### src/ippc_pkg.sv
package ippc_pkg;

    localparam logic        CMD_COUNT      = 1'b0;
    localparam logic        CMD_READ       = 1'b1;

    localparam logic [15:0] ETHERTYPE_IPV6 = 16'h86DD;

    localparam logic [2:0]  ST_IGNORED     = 3'd0;
    localparam logic [2:0]  ST_HIT         = 3'd1;
    localparam logic [2:0]  ST_NEW         = 3'd2;
    localparam logic [2:0]  ST_FULL        = 3'd3;
    localparam logic [2:0]  ST_READ_VALID  = 3'd4;
    localparam logic [2:0]  ST_READ_EMPTY  = 3'd5;

    localparam logic [63:0] COUNT_MAX      = '1;

    // request token walking the cell chain; carries its own answer
    typedef struct packed {
        logic        cmd;
        logic        done;
        logic [2:0]  status;
        logic [7:0]  slot;
        logic [7:0]  read_index;
        logic [63:0] prefix;
        logic [63:0] count;
    } t_tok;

endpackage

### src/ippc_cell.sv
module ippc_cell
    import ippc_pkg::*;
#(
    parameter int INDEX = 0
) (
    input  logic i_clk,
    input  logic i_rst_n,
    input  logic i_en,
    input  logic i_tok_vld,
    input  t_tok i_tok,
    output logic o_tok_vld,
    output t_tok o_tok
);

    localparam logic [7:0] SLOT     = 8'(INDEX % 256);
    localparam logic       READABLE = (INDEX < 256);

    logic        r_vld;
    logic [63:0] r_prefix;
    logic [63:0] r_count;
    logic        r_tok_vld;
    t_tok        r_tok;

    logic        n_vld;
    logic [63:0] n_prefix;
    logic [63:0] n_count;
    t_tok        n_tok;

    logic        w_hit;
    logic [63:0] w_inc;

    assign w_hit = r_vld && (r_prefix == i_tok.prefix);
    assign w_inc = (r_count == COUNT_MAX) ? r_count : r_count + 64'd1;

    always_comb begin
        n_tok    = i_tok;
        n_vld    = r_vld;
        n_prefix = r_prefix;
        n_count  = r_count;
        if (i_tok_vld && !i_tok.done) begin
            if (i_tok.cmd == CMD_COUNT) begin
                if (w_hit) begin
                    n_count      = w_inc;
                    n_tok.done   = 1'b1;
                    n_tok.status = ST_HIT;
                    n_tok.slot   = SLOT;
                    n_tok.count  = w_inc;
                end else if (!r_vld) begin
                    // first free cell: slots fill in order
                    n_vld        = 1'b1;
                    n_prefix     = i_tok.prefix;
                    n_count      = 64'd1;
                    n_tok.done   = 1'b1;
                    n_tok.status = ST_NEW;
                    n_tok.slot   = SLOT;
                    n_tok.count  = 64'd1;
                end
            end else if (READABLE && (i_tok.read_index == SLOT)) begin
                n_tok.done = 1'b1;
                if (r_vld) begin
                    n_tok.status = ST_READ_VALID;
                    n_tok.prefix = r_prefix;
                    n_tok.count  = r_count;
                end
            end
        end
    end

    always_ff @(posedge i_clk) begin
        if (!i_rst_n) begin
            r_vld     <= 1'b0;
            r_tok_vld <= 1'b0;
        end else if (i_en) begin
            r_vld     <= n_vld;
            r_tok_vld <= i_tok_vld;
        end
    end

    always_ff @(posedge i_clk) begin
        if (i_en) begin
            r_prefix <= n_prefix;
            r_count  <= n_count;
            r_tok    <= n_tok;
        end
    end

    assign o_tok_vld = r_tok_vld;
    assign o_tok     = r_tok;

endmodule
### config.mk
export PLATFORM = sky130hd
export DESIGN_NAME = ippc_cell
export DESIGN_NICKNAME = d
export VERILOG_FILES = /design/src/ippc_pkg.sv /design/src/ippc_cell.sv
export SDC_FILE = /design/constraint.sdc
export NUM_CORES = 1
export LEC_CHECK = 0
export ABC_CLOCK_PERIOD_IN_PS = 12300
export BUFFER_PORTS_ARGS = -buffer_cell sky130_fd_sc_hd__buf_4
export CORE_ASPECT_RATIO = 2
export CORE_MARGIN = 5
export CORE_UTILIZATION = 40
export CTS_CLUSTER_DIAMETER = 50
export DETAILED_ROUTE_END_ITERATION = 10
export SLEW_MARGIN = 25
export SYNTH_ARGS = -nofsm -noshare
export SYNTH_HDL_FRONTEND = slang
export SYNTH_SLANG_ARGS = --single-unit
### constraint.sdc
create_clock -name i_clk -period 12.3 [get_ports i_clk]
set_clock_uncertainty 0.2 [all_clocks]
set_input_delay 1.23 -clock i_clk [delete_from_list [all_inputs] [get_ports i_clk]]
set_output_delay 1.23 -clock i_clk [all_outputs]
set_load 0.05 [all_outputs]
==> results by group <==
Status
  – Status: finished clean

Timing
  – TNS Setup: 0 ns
  – Final-report setup violation count: 0
  – Relative slew margins: 27.1%
  – Slew @ Worst Pin: 1.09 ns
  – Final Max Tran Viols: 0
  – RSZ-0062 raised after global routing: false
  – Min Clock Period, post-route: 4.36 ns
  – Final hold violation count: 0
  – Final Cycle Share: 35.5%
  – Fmax achieved: 229 MHz

Floorplanning
  – IO Count: 303
  – Row Count: 98
  – Die H: 278 um
  – Initial core utilization: 40.3%
  – Die X: 144 um
  – Core box area: 35,700 sq um
  – Die area: 40,000 sq um

Synthesis
  – Syn Nets: 1,549
  – Mapped Cells: 1,395
  – FFs w/ async S/R, synth: 0%
  – Main synth FF type: edfxtp_1
  – Number of synthesized flops with an enable pin: 277
  – Cell area after synthesis: 14,400 sq um
  – Area leader, netlist: edfxtp_1
  – Count leader, synth: nand2_1
  – Top cell type's share of synthesized area: 57.9%
  – Post-synth cell types: 63
  – Syn Area/Cell: 10.3 sq um
  – Synth area leaders: edfxtp_1 58%, nand2_1 8.8%, xnor2_1 6.6%
  – Flops & latches, synth: 279
  – Share of the yosys chip area belonging to registers: 58.2%
  – Syn. warnings: 0
  – Synth top cells by count: 335 x nand2_1, 277 x edfxtp_1, 121 x a21oi_1

Cells and area
  – Layout cells sized above 1: 23.7%
  – Area Overhead vs Synth: 25.6%
  – Nets: 1,823
  – Fin cells: 2,142
  – FF+latch area: 8360 sq um
  – Multi-input logic area: 5700 sq um
  – Layout fillers: 3,289

Drt
  – Drt drc: 0
  – DRT antenna net count: 0
  – Avg WL per Cell: 23.0 um
  – DR vias/cell: 5.65
  – DR vias: 12,100
  – DRT Pass-1 Iters: 5
  – DRT iter0 DRCs: 867
  – Post-Route WL: 49,200 um

CTS
  – Worst skew pair latency: 0.56 ns
  – CTS Sinks: 279
  – Cts hold-fix bufs: 0
  – Reg clk slew, reported paths: 0.07 ns
  – Setup Fix Bufs, Post-CTS: 0
  – Max Buffers Root-to-Sink: 3
  – CTS Buf Count: 29
  – Post-CTS sizing: 0
  – Root buffer cell: clkbuf_16
  – CTS tree: built
  – H-tree depth: 1

Pwr
  – Reg power frac: 46.8%
  – Leakage Power: 6.95 nW
  – Comb power frac: 15.4%
  – Switching share of total power: 27.5%
  – Clock Power Share: 37.8%
  – Pwr per Cell Area: 133 nW/um^2
  – Switch Pwr: 0.000660 W
  – Peak VDD IR: 0.000134 V
  – Cell internal pwr: 0.00174 W

Setup path
  – Data arrival, critical path: 4.46 ns
  – Crit path launch type: input pin
  – Critical path class: in -> reg
  – Critical path fanouts, max: 52
  – CP required: 12.40 ns
  – Nature of the critical path endpoint: flip-flop

Placed design
  – I/O Buffers: 302
  – Detailed placer's ending HPWL: 35,100 um
  – Placed Cells: 2,088
  – Routability cong.: 0.905

Global route
  – First-pass GRT wire length: 72,100 um
  – Total GRT Usage: 23.6%
  – Total gr overflow: 0
  – Initial antenna violation count: 4
  – Vias in the first global route: 12,300
  – Pin count of the biggest net entering global routing: 67

Worst hold path
  – HP Class: reg -> reg

Job
  – Max Cap Viol: 0
==> layout by cell type, fill, tap and decap left out, types with 5 or more instances in the layout <==
cell	Yosys	final
o21a_1	10	10
nand4_1	35	35
xor2_1	14	14
clkbuf_1	64	5
or2_2	5	5
o21ai_0	44	43
nand2_1	335	333
and4_1	7	7
a21oi_1	121	119
nor2b_1	15	14
o211ai_1	7	7
nand3_1	44	42
o22ai_1	12	12
a221o_1	6	6
clkbuf_16	0	29
a21o_1	12	12
nor2_1	104	102
o21bai_1	6	6
nor3_1	18	18
clkinv_2	0	6
nor4_1	17	16
a31oi_1	9	9
o2bb2ai_1	7	7
xnor2_1	108	108
inv_1	11	11
a22oi_1	10	10
edfxtp_1	277	277
o221ai_1	7	7
and3_1	17	16
buf_4	3	319
==> area by class of cell <==
cell class | instances | share of cell area (%)
tap | 450 | 3.12
multi-input combinational | 1027 | 31.6
inverter | 11 | 0.229
clock inverter | 16 | 1.10
antenna | 4 | 0.0555
timing repair buffer | 321 | 13.4
clock buffer | 34 | 4.13
sequential | 279 | 46.3
==> cells by family after synthesis <==
group / share of synthesized area [%]
fa+ha+maj: 0.0871
buf+inv: 2.61
flops: 58.2
xor+xnor: 7.44
simple gates: 19.5
mux: 0.218
compound gates: 12.0
==> through the flow <==
step	cell area (sq um)	hold slack (ns)	total power, W	util, %	setup WS [ns]
finish	18000	0.327	0.00240	50.6	7.94
global route	18000	0.361	0.00248	50.6	7.75
CTS	18000	0.331	0.00242	50.5	7.76
detailed placement	17100	0.316	0.00151	47.9	7.20
global placement	17100	0.303	0.00151	47.8	6.74
floorplan	14400	0.332	0.00136	-	6.30
==> path summary, 6_finish.rpt <==
path / cells past startpoint / slack (ns) / end / from
hold reg to reg: 2 / 0.33 / o_tok_vld / o_tok_vld
setup / recovery: 9 / 7.94 / o_tok[53] / i_tok[129]
setup reg to reg: 6 / 8.43 / r_count[45] / r_prefix[8]
hold / removal: 2 / 0.33 / o_tok_vld / o_tok_vld
==> routing by layer <==
metal  part of all wire (%)  global-route usage, %  up-vias
li1                       -                      -     5573
met1                     33                   24.6     5840
met2                     55                   44.0      537
met3                    6.1                   2.92      159
met4                    6.2                   13.5        0
met5                      0                      0        -
==> registers in the layout, summed over array words and instances (netlist names) <==
| register | cells |
|---|---|
| r_vld | 1 |
| r_count | 64 |
| o_tok_vld | 1 |
| r_prefix | 64 |
| o_tok | 149 |
==> power groups by stage <==
| stage | Sequential, W | Combinational [W] | Clock, W |
|---|---|---|---|
| global route | 0.00113 | 0.000391 | 0.000962 |
| finish | 0.00112 | 0.000370 | 0.000905 |
| global placement | 0.00114 | 0.000367 | 0 |
| floorplan | 0.00127 | 0.0000902 | 0 |
| CTS | 0.00112 | 0.000373 | 0.000924 |
| detailed placement | 0.00114 | 0.000372 | 0 |
==> critical path, stage by stage <==
cell and delay, ns:
buf_4 0.12, nor4_1 0.72, and3_2 0.31, nand2_1 0.12, nor2_4 0.42, buf_12 0.24
buf_4 0.56, a21oi_1 0.16, a221oi_1 0.46
Power figures use the tool's default switching activity.
